## src/hdl/dbr_pkg.sv

```systemverilog
// Shared types, codes and constants of the doorbell register block.
`default_nettype none

package dbr_pkg;

  // Default size of the peer table.
  localparam int PeerSlotsDef = 16;

  // Width of a per-peer vector count and of the vectors_per_peer register.
  localparam int CntW = 9;

  // Configuration port.
  localparam int CfgIdxW  = 1;
  localparam int CfgDataW = 9;
  localparam logic [CfgIdxW-1:0] CFG_MSI_ENABLE       = 1'd0;
  localparam logic [CfgIdxW-1:0] CFG_VECTORS_PER_PEER = 1'd1;
  localparam logic               MSI_ENABLE_RST       = 1'b1;
  localparam logic [CntW-1:0]    VECTORS_PER_PEER_RST = 9'd1;

  // Item commands.
  typedef enum logic [2:0] {
    CMD_READ   = 3'd0,
    CMD_WRITE  = 3'd1,
    CMD_VECTOR = 3'd2,
    CMD_FDLESS = 3'd3,
    CMD_MAPPED = 3'd4,
    CMD_NOTIFY = 3'd5
  } cmd_e;

  // Bus access size that acts.
  localparam logic [1:0] SIZE_WORD = 2'd2;

  // Register offsets.
  localparam logic [7:0] ADDR_MASK     = 8'h00;
  localparam logic [7:0] ADDR_STATUS   = 8'h04;
  localparam logic [7:0] ADDR_POSITION = 8'h08;
  localparam logic [7:0] ADDR_DOORBELL = 8'h0C;
  localparam logic [7:0] ADDR_WR_MASK  = 8'hFC;

  typedef struct packed {
    logic [2:0]  command;
    logic [1:0]  access_size;
    logic [7:0]  address;
    logic [31:0] write_data;
    logic [15:0] peer_id;
    logic [7:0]  event_byte;
    logic [7:0]  event_vector;
  } item_t;

  typedef struct packed {
    logic [31:0] read_data;
    logic        irq_level;
    logic        doorbell_fire;
    logic [15:0] doorbell_peer;
    logic [7:0]  doorbell_vector;
    logic        msi_fire;
    logic [7:0]  msi_vector;
    logic        dropped;
  } result_t;

  typedef struct packed {
    logic [31:0] intr_mask;
    logic [31:0] intr_status;
    logic [15:0] highest_peer;
    logic [15:0] own_id;
    logic        own_id_valid;
    logic        memory_mapped;
  } state_t;

  // Write request from the step logic to the peer table.
  typedef struct packed {
    logic            we;
    logic [CntW-1:0] data;
  } tbl_wr_t;

endpackage

`default_nettype wire

```

## src/hdl/shared_memory_doorbell_regs.sv

```systemverilog
// An accepted item is held in the input register, its result in the output register.
// Throughput: one item per cycle while in_stall_o is low; the peer table read is
//   started at acceptance; its registered data meets the item in the input register.
// Reset: asynchronous, active low; control registers clear at once, then the peer
//   table is swept to zero entry by entry while in_stall_o stays high.
// Configuration writes are taken at any time, also during the sweep.
`default_nettype none

module shared_memory_doorbell_regs #(
  parameter int PEER_SLOTS = dbr_pkg::PeerSlotsDef
) (
  input  wire logic                          clk_i,
  input  wire logic                          rst_ni,
  // Item input channel
  input  wire logic                          in_valid_i,
  output logic                               in_stall_o,
  input  wire logic [2:0]                    command_i,
  input  wire logic [1:0]                    access_size_i,
  input  wire logic [7:0]                    address_i,
  input  wire logic [31:0]                   write_data_i,
  input  wire logic [15:0]                   peer_id_i,
  input  wire logic [7:0]                    event_byte_i,
  input  wire logic [7:0]                    event_vector_i,
  // Result output channel
  output logic                               out_valid_o,
  input  wire logic                          out_stall_i,
  output logic [31:0]                        read_data_o,
  output logic                               irq_level_o,
  output logic                               doorbell_fire_o,
  output logic [15:0]                        doorbell_peer_o,
  output logic [7:0]                         doorbell_vector_o,
  output logic                               msi_fire_o,
  output logic [7:0]                         msi_vector_o,
  output logic                               dropped_o,
  // Configuration write port
  input  wire logic                          cfg_we_i,
  input  wire logic [dbr_pkg::CfgIdxW-1:0]   cfg_index_i,
  input  wire logic [dbr_pkg::CfgDataW-1:0]  cfg_data_i
);

  localparam int IdxW = $clog2(PEER_SLOTS);

  // Configuration registers
  logic                     msi_en_q;
  logic [dbr_pkg::CntW-1:0] vpp_q;

  // Architectural register state
  dbr_pkg::state_t st_q, st_d;

  // Input register stage
  logic            s1_valid_q;
  dbr_pkg::item_t  s1_item_q;

  // Output register stage
  logic             out_valid_q;
  dbr_pkg::result_t res_q, res_d;

  // Peer table
  logic                     tbl_busy;
  logic [dbr_pkg::CntW-1:0] tbl_cnt;
  logic [IdxW-1:0]          tbl_rd_idx;
  dbr_pkg::tbl_wr_t         tbl_wr;

  logic in_accept;
  logic s1_adv;

  // The input register moves on when the output register is empty or being taken.
  assign s1_adv     = s1_valid_q && (!out_valid_q || !out_stall_i);
  assign in_stall_o = tbl_busy || (s1_valid_q && !s1_adv);
  assign in_accept  = in_valid_i && !in_stall_o;

  // Pick the table entry the item will need: doorbell destination for writes,
  // the named peer otherwise.
  assign tbl_rd_idx = (command_i == dbr_pkg::CMD_WRITE) ?
                      write_data_i[16 +: IdxW] : peer_id_i[IdxW-1:0];

  dbr_table #(
    .PEER_SLOTS (PEER_SLOTS)
  ) u_table (
    .clk_i     (clk_i),
    .rst_ni    (rst_ni),
    .rd_en_i   (in_accept),
    .rd_idx_i  (tbl_rd_idx),
    .rd_data_o (tbl_cnt),
    .wr_en_i   (tbl_wr.we && s1_adv),
    .wr_idx_i  (s1_item_q.peer_id[IdxW-1:0]),
    .wr_data_i (tbl_wr.data),
    .busy_o    (tbl_busy)
  );

  dbr_exec #(
    .PEER_SLOTS (PEER_SLOTS)
  ) u_exec (
    .st_i     (st_q),
    .item_i   (s1_item_q),
    .cnt_i    (tbl_cnt),
    .msi_en_i (msi_en_q),
    .vpp_i    (vpp_q),
    .st_o     (st_d),
    .res_o    (res_d),
    .tbl_o    (tbl_wr)
  );

  // Configuration registers: write when enabled, ignore unknown indexes.
  always_ff @(posedge clk_i or negedge rst_ni) begin
    if (!rst_ni) begin
      msi_en_q <= dbr_pkg::MSI_ENABLE_RST;
      vpp_q    <= dbr_pkg::VECTORS_PER_PEER_RST;
    end else if (cfg_we_i) begin
      case (cfg_index_i)
        dbr_pkg::CFG_MSI_ENABLE:       msi_en_q <= cfg_data_i[0];
        dbr_pkg::CFG_VECTORS_PER_PEER: vpp_q    <= cfg_data_i[dbr_pkg::CntW-1:0];
        default: ;
      endcase
    end
  end

  // Control: stage valids and register state, which advances once per item.
  always_ff @(posedge clk_i or negedge rst_ni) begin
    if (!rst_ni) begin
      s1_valid_q  <= 1'b0;
      out_valid_q <= 1'b0;
      st_q        <= '0;
    end else begin
      if (in_accept) begin
        s1_valid_q <= 1'b1;
      end else if (s1_adv) begin
        s1_valid_q <= 1'b0;
      end
      if (s1_adv) begin
        out_valid_q <= 1'b1;
        st_q        <= st_d;
      end else if (!out_stall_i) begin
        out_valid_q <= 1'b0;
      end
    end
  end

  // Payload: capture the item on acceptance, the result when the stage advances.
  always_ff @(posedge clk_i) begin
    if (in_accept) begin
      s1_item_q.command      <= command_i;
      s1_item_q.access_size  <= access_size_i;
      s1_item_q.address      <= address_i;
      s1_item_q.write_data   <= write_data_i;
      s1_item_q.peer_id      <= peer_id_i;
      s1_item_q.event_byte   <= event_byte_i;
      s1_item_q.event_vector <= event_vector_i;
    end
    if (s1_adv) begin
      res_q <= res_d;
    end
  end

  assign out_valid_o       = out_valid_q;
  assign read_data_o       = res_q.read_data;
  assign irq_level_o       = res_q.irq_level;
  assign doorbell_fire_o   = res_q.doorbell_fire;
  assign doorbell_peer_o   = res_q.doorbell_peer;
  assign doorbell_vector_o = res_q.doorbell_vector;
  assign msi_fire_o        = res_q.msi_fire;
  assign msi_vector_o      = res_q.msi_vector;
  assign dropped_o         = res_q.dropped;

endmodule

`default_nettype wire

```

## src/hdl/dbr_table.sv

```systemverilog
// Peer vector-count table: one write port, one registered read port, clearing pass.
`default_nettype none

module dbr_table #(
  parameter int PEER_SLOTS = dbr_pkg::PeerSlotsDef
) (
  input  wire logic                           clk_i,
  input  wire logic                           rst_ni,
  input  wire logic                           rd_en_i,
  input  wire logic [$clog2(PEER_SLOTS)-1:0]  rd_idx_i,
  output logic      [dbr_pkg::CntW-1:0]       rd_data_o,
  input  wire logic                           wr_en_i,
  input  wire logic [$clog2(PEER_SLOTS)-1:0]  wr_idx_i,
  input  wire logic [dbr_pkg::CntW-1:0]       wr_data_i,
  output logic                                busy_o
);

  localparam int IdxW = $clog2(PEER_SLOTS);

  logic [dbr_pkg::CntW-1:0] mem [PEER_SLOTS];
  logic [dbr_pkg::CntW-1:0] rd_data_q;
  logic                     clr_busy_q;
  logic [IdxW-1:0]          clr_idx_q;

  // Sweep every entry to zero after reset.
  always_ff @(posedge clk_i or negedge rst_ni) begin
    if (!rst_ni) begin
      clr_busy_q <= 1'b1;
      clr_idx_q  <= '0;
    end else if (clr_busy_q) begin
      clr_idx_q <= clr_idx_q + IdxW'(1);
      if (clr_idx_q == IdxW'(PEER_SLOTS - 1)) begin
        clr_busy_q <= 1'b0;
      end
    end
  end

  // Write first: a read at the written entry sees the new count.
  always_ff @(posedge clk_i) begin
    if (clr_busy_q) begin
      mem[clr_idx_q] <= '0;
    end else if (wr_en_i) begin
      mem[wr_idx_i] <= wr_data_i;
    end
    if (rd_en_i) begin
      if (wr_en_i && !clr_busy_q && (wr_idx_i == rd_idx_i)) begin
        rd_data_q <= wr_data_i;
      end else begin
        rd_data_q <= mem[rd_idx_i];
      end
    end
  end

  assign rd_data_o = rd_data_q;
  assign busy_o    = clr_busy_q;

endmodule

`default_nettype wire

```

## src/hdl/dbr_exec.sv

```systemverilog
// Step logic: next register state, table write and result for one item.
`default_nettype none

module dbr_exec #(
  parameter int PEER_SLOTS = dbr_pkg::PeerSlotsDef
) (
  input  wire dbr_pkg::state_t              st_i,
  input  wire dbr_pkg::item_t               item_i,
  input  wire logic [dbr_pkg::CntW-1:0]     cnt_i,
  input  wire logic                         msi_en_i,
  input  wire logic [dbr_pkg::CntW-1:0]     vpp_i,
  output dbr_pkg::state_t                   st_o,
  output dbr_pkg::result_t                  res_o,
  output dbr_pkg::tbl_wr_t                  tbl_o
);

  localparam logic [16:0] Slots = 17'(PEER_SLOTS);

  always_comb begin
    logic        peer_in_range;
    logic [15:0] dest;
    logic [7:0]  vec;

    st_o  = st_i;
    res_o = '0;
    tbl_o = '0;
    peer_in_range = {1'b0, item_i.peer_id} < Slots;
    dest = item_i.write_data[31:16];
    vec  = item_i.write_data[7:0];

    case (item_i.command)
      dbr_pkg::CMD_READ: begin
        if (item_i.access_size == dbr_pkg::SIZE_WORD) begin
          case (item_i.address)
            dbr_pkg::ADDR_MASK: begin
              res_o.read_data = st_i.intr_mask;
            end
            dbr_pkg::ADDR_STATUS: begin
              res_o.read_data  = st_i.intr_status;
              st_o.intr_status = '0;
            end
            dbr_pkg::ADDR_POSITION: begin
              res_o.read_data = (st_i.memory_mapped && st_i.own_id_valid) ?
                                {16'h0000, st_i.own_id} : '1;
            end
            default: ;
          endcase
        end
      end
      dbr_pkg::CMD_WRITE: begin
        if (item_i.access_size == dbr_pkg::SIZE_WORD) begin
          case (item_i.address & dbr_pkg::ADDR_WR_MASK)
            dbr_pkg::ADDR_MASK:   st_o.intr_mask   = item_i.write_data;
            dbr_pkg::ADDR_STATUS: st_o.intr_status = item_i.write_data;
            dbr_pkg::ADDR_DOORBELL: begin
              if ((dest <= st_i.highest_peer) && ({1'b0, dest} < Slots) &&
                  ({1'b0, vec} < cnt_i)) begin
                res_o.doorbell_fire   = 1'b1;
                res_o.doorbell_peer   = dest;
                res_o.doorbell_vector = vec;
              end
            end
            default: ;
          endcase
        end
      end
      dbr_pkg::CMD_VECTOR: begin
        if (!peer_in_range) begin
          res_o.dropped = 1'b1;
        end else begin
          // Saturate at the configured vector count.
          if (cnt_i < vpp_i) begin
            tbl_o.we   = 1'b1;
            tbl_o.data = cnt_i + dbr_pkg::CntW'(1);
          end
          if (item_i.peer_id > st_i.highest_peer) begin
            st_o.highest_peer = item_i.peer_id;
          end
        end
      end
      dbr_pkg::CMD_FDLESS: begin
        if (!peer_in_range) begin
          res_o.dropped = 1'b1;
        end else if (cnt_i == '0) begin
          st_o.own_id       = item_i.peer_id;
          st_o.own_id_valid = 1'b1;
        end else begin
          tbl_o.we   = 1'b1;
          tbl_o.data = '0;
        end
      end
      dbr_pkg::CMD_MAPPED: begin
        st_o.memory_mapped = 1'b1;
        st_o.highest_peer  = '0;
      end
      dbr_pkg::CMD_NOTIFY: begin
        if (msi_en_i) begin
          if ({1'b0, item_i.event_vector} < vpp_i) begin
            res_o.msi_fire   = 1'b1;
            res_o.msi_vector = item_i.event_vector;
          end
        end else begin
          st_o.intr_status = {24'h000000, item_i.event_byte};
        end
      end
      default: ;
    endcase

    res_o.irq_level = |(st_o.intr_status & st_o.intr_mask);
  end

endmodule

`default_nettype wire
```

## config.mk

```make
export PLATFORM = sky130hd
export DESIGN_NAME = shared_memory_doorbell_regs
export DESIGN_NICKNAME = d
export VERILOG_FILES = /design/src/hdl/dbr_pkg.sv /design/src/hdl/shared_memory_doorbell_regs.sv /design/src/hdl/dbr_table.sv /design/src/hdl/dbr_exec.sv
export SDC_FILE = /design/constraint.sdc
export NUM_CORES = 1
export LEC_CHECK = 0
export ABC_AREA = 1
export BUFFER_PORTS_ARGS = -buffer_cell sky130_fd_sc_hd__buf_2
export CAP_MARGIN = 20
export CORE_MARGIN = 2
export CORE_UTILIZATION = 50
export CTS_CLUSTER_DIAMETER = 30
export DETAILED_ROUTE_END_ITERATION = 12
export PLACE_DENSITY_LB_ADDON = 0.05
export SLEW_MARGIN = 25
export SYNTH_ARGS = -nofsm -noshare
export SYNTH_HDL_FRONTEND = slang
export SYNTH_SLANG_ARGS = --single-unit
```

## constraint.sdc

```tcl
create_clock -name clk_i -period 8.2 [get_ports clk_i]
set_input_delay 1.64 -clock clk_i [delete_from_list [all_inputs] [get_ports clk_i]]
set_output_delay 1.64 -clock clk_i [all_outputs]
set_load 0.02 [all_outputs]
```

# --- After elaboration in Yosys (flattened, before gate mapping) ---
# Memories as Yosys holds them, arrays and structs flattened. A register that Yosys moved wholly into a read port is not among the register bits.
# Index checks and enable logic that the tools add are counted.
word_totals:
  wordCells: 122
  ramBits: 144
  latchBits: 0
  input_bits: 92
  mem_count: 1
  ff_bits: 260
  rom_bits: 0
mem_list:
  columns: ["memory", "words", "width", "rd", "rd_clocked_by_memory_dff", "write_ports", "line", "rtl"]
  rows:
  - ["u_table.mem", 16, 9, 1, 1, 1, "dbr_table.sv:20", "logic [dbr_pkg::CntW-1:0] mem [PEER_SLOTS];"]
classes:
  n_eq_ne: 15
  shift: 0
  n_mul: 0
  n_addsub: 2
  mux: 36
  bitwise: 2
  reduce_logical: 32
  n_lt_le_gt_ge: 7
  div: 0
op_table:
  columns: ["cell", "n"]
  rows:
  - ["$mux 32", 7]
  - ["$pmux 32 s3", 2]
  - ["$mux 64", 1]
  - ["$mux 10", 4]
  - ["$and 32x32->32", 1]
  - ["$lt 16x5->1 const B", 2]
  - ["$mux 16", 2]
  - ["$pmux 16 s2", 1]
  - ["$reduce_or 32->1", 1]
  - ["$mux 25", 1]
  - ["$pmux 10 s2", 1]
  - ["$lt 8x9->1", 2]
  - ["$mux 9", 2]
  - ["$gt 16x16->1", 1]
  - ["$le 16x16->1", 1]
  - ["$logic_not 8->1", 2]
  - ["$mux 1", 13]
  - ["$reduce_and 4->1", 3]
  - ["$reduce_and 2->1", 5]
  - ["$add 9x1->9 const B", 1]
  - ["$logic_not 9->1", 1]
  - ["$lt 9x9->1", 1]
  - ["$reduce_or 9->1", 1]
  - ["$eq 8x3->1 const B", 1]
  - ["19 further kinds", 37]

# --- Logic depth before layout (Yosys ltp) ---
logic_depth:
  word_depth: 10
  ltp_mapped: 20
  mapped_depth_nobuf: 20

# --- Modules after synthesis ---
# From an unflattened synthesis, not the netlist that was laid out.
unflattened:
  hier_cells: 2228
  area_unflattened_um2: 20647.3
by_module_without_submodules:
  columns: ["module", "cells_each", "seq_area_each_um2", "instances", "area_per_inst_um2"]
  rows:
  - ["shared_memory_doorbell_regs", 642, 7109.3, 1, 8768.4]
  - ["dbr_table", 696, 5021.1, 1, 7384.6]
  - ["dbr_exec", 890, 0.0, 1, 4494.3]

# --- Worst setup path after synthesis ---
# OpenSTA, ideal clock, no wires.
synth_timing:
  path_kind: "in2reg"
  startpoint: "input port out_stall_i"
  endpoint: "register s1_item_q[0] (netlist name), enable pin"
  path_stages: 3
  arrival_time_ps: 5688
  slack_ps: 1980
  path_cell_list: "nand2_1 -> o21ai_0 -> nor2_1"
synth_via:
  elab_chain_len: 8
synth_lines:
  columns: ["item", "line", "rtl"]
  rows:
  - ["start: declaration", "shared_memory_doorbell_regs.sv:26", "input wire logic out_stall_i,"]
  - ["$logic_not 1->1", null, null]
  - ["$logic_or 1x1->1", "shared_memory_doorbell_regs.sv:68", "assign s1_adv = s1_valid_q && (!out_valid_q || !out_stall_i);"]
  - ["$logic_and 1x1->1", "shared_memory_doorbell_regs.sv:68", null]
  - ["$logic_not 1->1", "shared_memory_doorbell_regs.sv:69", "assign in_stall_o = tbl_busy || (s1_valid_q && !s1_adv);"]
  - ["$logic_and 1x1->1", "shared_memory_doorbell_regs.sv:69", null]
  - ["$logic_or 1x1->1", "shared_memory_doorbell_regs.sv:69", null]
  - ["net in_stall_o", "shared_memory_doorbell_regs.sv:16", "output logic in_stall_o,"]
  - ["$logic_not 1->1", "shared_memory_doorbell_regs.sv:70", "assign in_accept = in_valid_i && !in_stall_o;"]
  - ["$logic_and 1x1->1", "shared_memory_doorbell_regs.sv:70", null]
  - ["net in_accept", "shared_memory_doorbell_regs.sv:64", "logic in_accept;"]
  - ["end: declaration", "shared_memory_doorbell_regs.sv:52", "dbr_pkg::item_t s1_item_q;"]
# The timed path passes the listed nets, and every way through them passes these cells.
# A chain may end at the register's enable or synchronous reset.

# --- Worst setup path in the final report ---
layout_timing:
  startpoint: "input port out_stall_i"
  endpoint: "output port in_stall_o"
layout_via:
  elab_chain_len: 6
layout_lines:
  columns: ["item", "line"]
  rows:
  - ["$logic_not 1->1", null]
  - ["$logic_or 1x1->1", "shared_memory_doorbell_regs.sv:68"]
  - ["$logic_and 1x1->1", "shared_memory_doorbell_regs.sv:68"]
  - ["$logic_not 1->1", "shared_memory_doorbell_regs.sv:69"]
  - ["$logic_and 1x1->1", "shared_memory_doorbell_regs.sv:69"]
  - ["$logic_or 1x1->1", "shared_memory_doorbell_regs.sv:69"]
  - ["end: declaration", "shared_memory_doorbell_regs.sv:16"]
# No other way between the ends.

==> metrics.md <==
| Metric | Value |
|---|---|
| Row count | `70` |
| TritonCTS clock tree | `built` |
| Setup Fix Bufs, Post-CTS | `0` |
| Fin nets | `~2200` |
| Reg-to-reg startpoint | `out_valid_o$_DFFE_PN0P_` |
| Syn Inst Count | `roughly 1800` |
| Hold path depth | `2` |
| Status | `finished, final reports clean` |
| Cells on worst reg2reg path | `10` |
| Ys Warns | `0` |
| Worst hold path class | `flop to flop` |
| Prevailing post-synth register cell | `edfxtp_1` |
| Crit path kind | `primary input to primary output` |
| Drt drc | `0` |
| DP Area | `20000 µm²` |
| RSZ-0062 raised after global routing | `no` |
| CTS root buf | `clkbuf_16` |
| Detailed placement HPWL | `a little over 30000 µm` |
| Design Area, Final | `23300 µm²` |
| Vias in the first global route | `between 10000 and 15000` |
| Setup crit end kind | `primary output` |
| Worst skew pair latency | `0.61 ns` |
| GRT Resource Usage Total | `0.251` |
| Worst Skew | `~0.022 ns` |
| Total global routing overflow | `0` |
| Die Ht | `197 µm` |
| CTS Buffer Depth | `3` |
| Max Cap Violations | `0` |
| Top cells by area, synth | `edfxtp_1, dfrtp_1, nand2_1` |
| Layout area overhead | `24.8%` |
| Most frequent cells in the layout | `nand2_1, edfxtp_1, nor2_1` |
| Port bufs | `161` |
| DR vias/cell | `5.34` |
| Resized cells post-CTS | `0` |
| Pin count of the biggest net entering global routing | `100` |
| Total Neg Setup Slack | `0 ns` |
| Antenna violations before repair | `1` |
| Post-CTS Hold Fix Bufs | `0` |
| Vias | `between 10000 and 15000` |
| Synth unique cells | `48` |
| Setup ws final | `3.68 ns` |
| Period Utilization, post-route | `0.551` |
| Hold path startpoint | `st_q[6]$_DFFE_PN0P_` |
| Leakage power | `10.6 nW` |
| Starting density of the core | `0.509` |
| Core Region | `36700 µm²` |
| Critical Path Max Stage Delay | `a little over 0.7 ns` |
| Clk slew on worst S/H paths | `about 0.050 ns` |
| Mapped cell area | `approximately 19000 µm²` |
| Share of layout cells above drive strength 1 | `0.198` |
| I/O pins | `about 160` |
| Power Density | `approximately 290 nW/µm²` |
| Syn Area/Cell | `~10 µm²` |
| Cell Chain, Critical Path | `buf_2, nand2_1, o21ai_0, buf_2` |
| Rel. slew slack | `0.294` |
| Max IR drop VDD | `roughly 0.21 mV` |
| RD Place Congestion | `0.854` |
| Slowest CP cell | `o21ai_0` |
| Number of synthesized register bits | `413` |
| Hold Fails Final Rpt | `0` |
| Worst Setup Start Kind | `primary input` |
| Final Slew Violations | `0` |
| Width of the die | `between 150 and 200 µm` |
| Antenna viol nets, final | `0` |
| Detailed Routing Iterations Pass 1 | `6` |
| Post-synth EDFFs | `298` |
| Endpoints failing setup | `0` |
| CTS H-Tree Depth | `3` |
| Most common cell after layout, fill and taps aside | `nand2_1` |
| Worst Tran Pin Value | `1.06 ns` |
| Async S/R FF share, synth | `0.278` |
| Crit path DAT | `2.88 ns` |
| Cell mode on critical path | `buf_2` |
| Share of the synthesized area in the top cell type | `0.479` |
| Pre-CTS WS | `approximately 3.4 ns` |
| Highest fanout seen on the critical path | `4` |
| Drt total wl | `47800 µm` |
| Area leader, netlist | `edfxtp_1` |
| First-pass GRT wire length | `74700 µm` |
| Max Fclk | `0.221 GHz` |
| Min Tclk post-route | `4.52 ns` |
| Hold endpoint | `st_q[6]$_DFFE_PN0P_` |
| Reg-to-reg endpoint | `u_table.mem[15][0]$_DFFE_PP_` |
| CTS Sinks | `slightly above 400` |
| CP Data Required Time | `6.56 ns` |
| Iteration-0 DRC Markers | `roughly 940` |
| TritonCTS Buffers | `96` |
| Finished Core Util | `0.635` |
| Routed WL per cell | `18.5 µm` |
| Flop2flop setup slack | `4.79 ns` |
| Die area | `about 39000 µm²` |
| Sequential area share after synthesis | `0.633` |
[worst max-delay path, delay by kind of cell]
family                 cells  cell delay (ns)
AND/OR/NAND/NOR            1             0.11
AO/OA/AOI/OAI              1             0.71
buffers and inverters      2             0.42
[registers in the layout (all words and copies together), names as in the netlist]
signal / flops
u_table.mem: 144
st_q: 98
s1_item_q: 77
read_data_o: 32
doorbell_peer_o: 16
u_table.rd_data_o: 9
vpp_q: 9
doorbell_vector_o: 8
msi_vector_o: 8
u_table.clr_idx_q: 4
doorbell_fire_o: 1
dropped_o: 1
irq_level_o: 1
msi_en_q: 1
msi_fire_o: 1
out_valid_o: 1
s1_valid_q: 1
u_table.busy_o: 1
[power by group]
group | internal, W | switching, W | leakage, nW | total, W
logic | 0.000167 | 0.000344 | 4.43 | 0.000510
clock network | 0.00250 | 0.00121 | 1.56 | 0.00371
registers | 0.00236 | 0.0000748 | 4.64 | 0.00244
[worst max-delay path by stage]
stage	startpoint	end	slack, ns	depth (start not counted)
floorplan	out_stall_i	s1_item_q[0]$_DFFE_PP_	1.98	3
global placement	out_stall_i	u_table.mem[0][2]$_DFFE_PP_	3.35	13
detailed placement	out_stall_i	u_table.mem[5][1]$_DFFE_PP_	3.43	11
CTS	out_stall_i	in_stall_o	3.77	4
global route	out_stall_i	in_stall_o	3.60	4
finish	out_stall_i	in_stall_o	3.68	4
[layout make-up]
class | instances | area, µm²
Clock inverter | 69 | 632
Clock buffer | 113 | 2610
Multi-Input combinational cell | 1175 | 6030
Tap cell | 468 | 586
Sequential cell | 413 | 11800
Inverter | 163 | 617
Fill cell | 2948 | 13400
Antenna cell | 1 | 2.50
Timing Repair Buffer | 186 | 1000
[cells in the mapped netlist, types with 5 or more instances]
master	n
a31oi_1	40
inv_1	150
nor4_1	5
nand2_4	6
nand2_2	8
o221ai_1	27
o21ai_1	11
nand3_1	62
dfrtp_1	112
edfxtp_1	298
clkbuf_1	54
nor3_1	11
buf_2	8
nand4_1	10
a32oi_1	8
nor2_1	206
xor2_1	8
o211ai_1	12
ha_1	57
mux2_2	6
o22ai_1	10
inv_2	10
o21ai_0	123
a21oi_1	31
nand2_1	486
[layer usage]
metal	track usage	routed length, µm	up-vias
li1	-	-	6661
met1	0.308	19700	6627
met2	0.432	24200	406
met3	0.0430	2190	116
met4	0.118	1770	0
met5	0	0	-
[through the flow]
stage | hold slack, ns | total power [W] | std cells
detailed placement | 0.447 | 0.00298 | 2405
global route | 0.476 | 0.00690 | 2588
global placement | 0.442 | 0.00297 | 2405
floorplan | 0.428 | 0.00281 | 1820
CTS | 0.461 | 0.00671 | 2587
finish | 0.459 | 0.00666 | 2588
[logic make-up after synthesis]
logic type | share of synthesized area
AND/OR/NAND/NOR | 0.181
flip-flops | 0.633
AO/OA/AOI/OAI | 0.0877
buffers and inverters | 0.0488
adder cells (fa/ha/maj) | 0.0382
XOR/XNOR | 0.00469
multiplexers | 0.00603
other | 0.000201
Note: power is estimated with default switching activity, not from simulation.
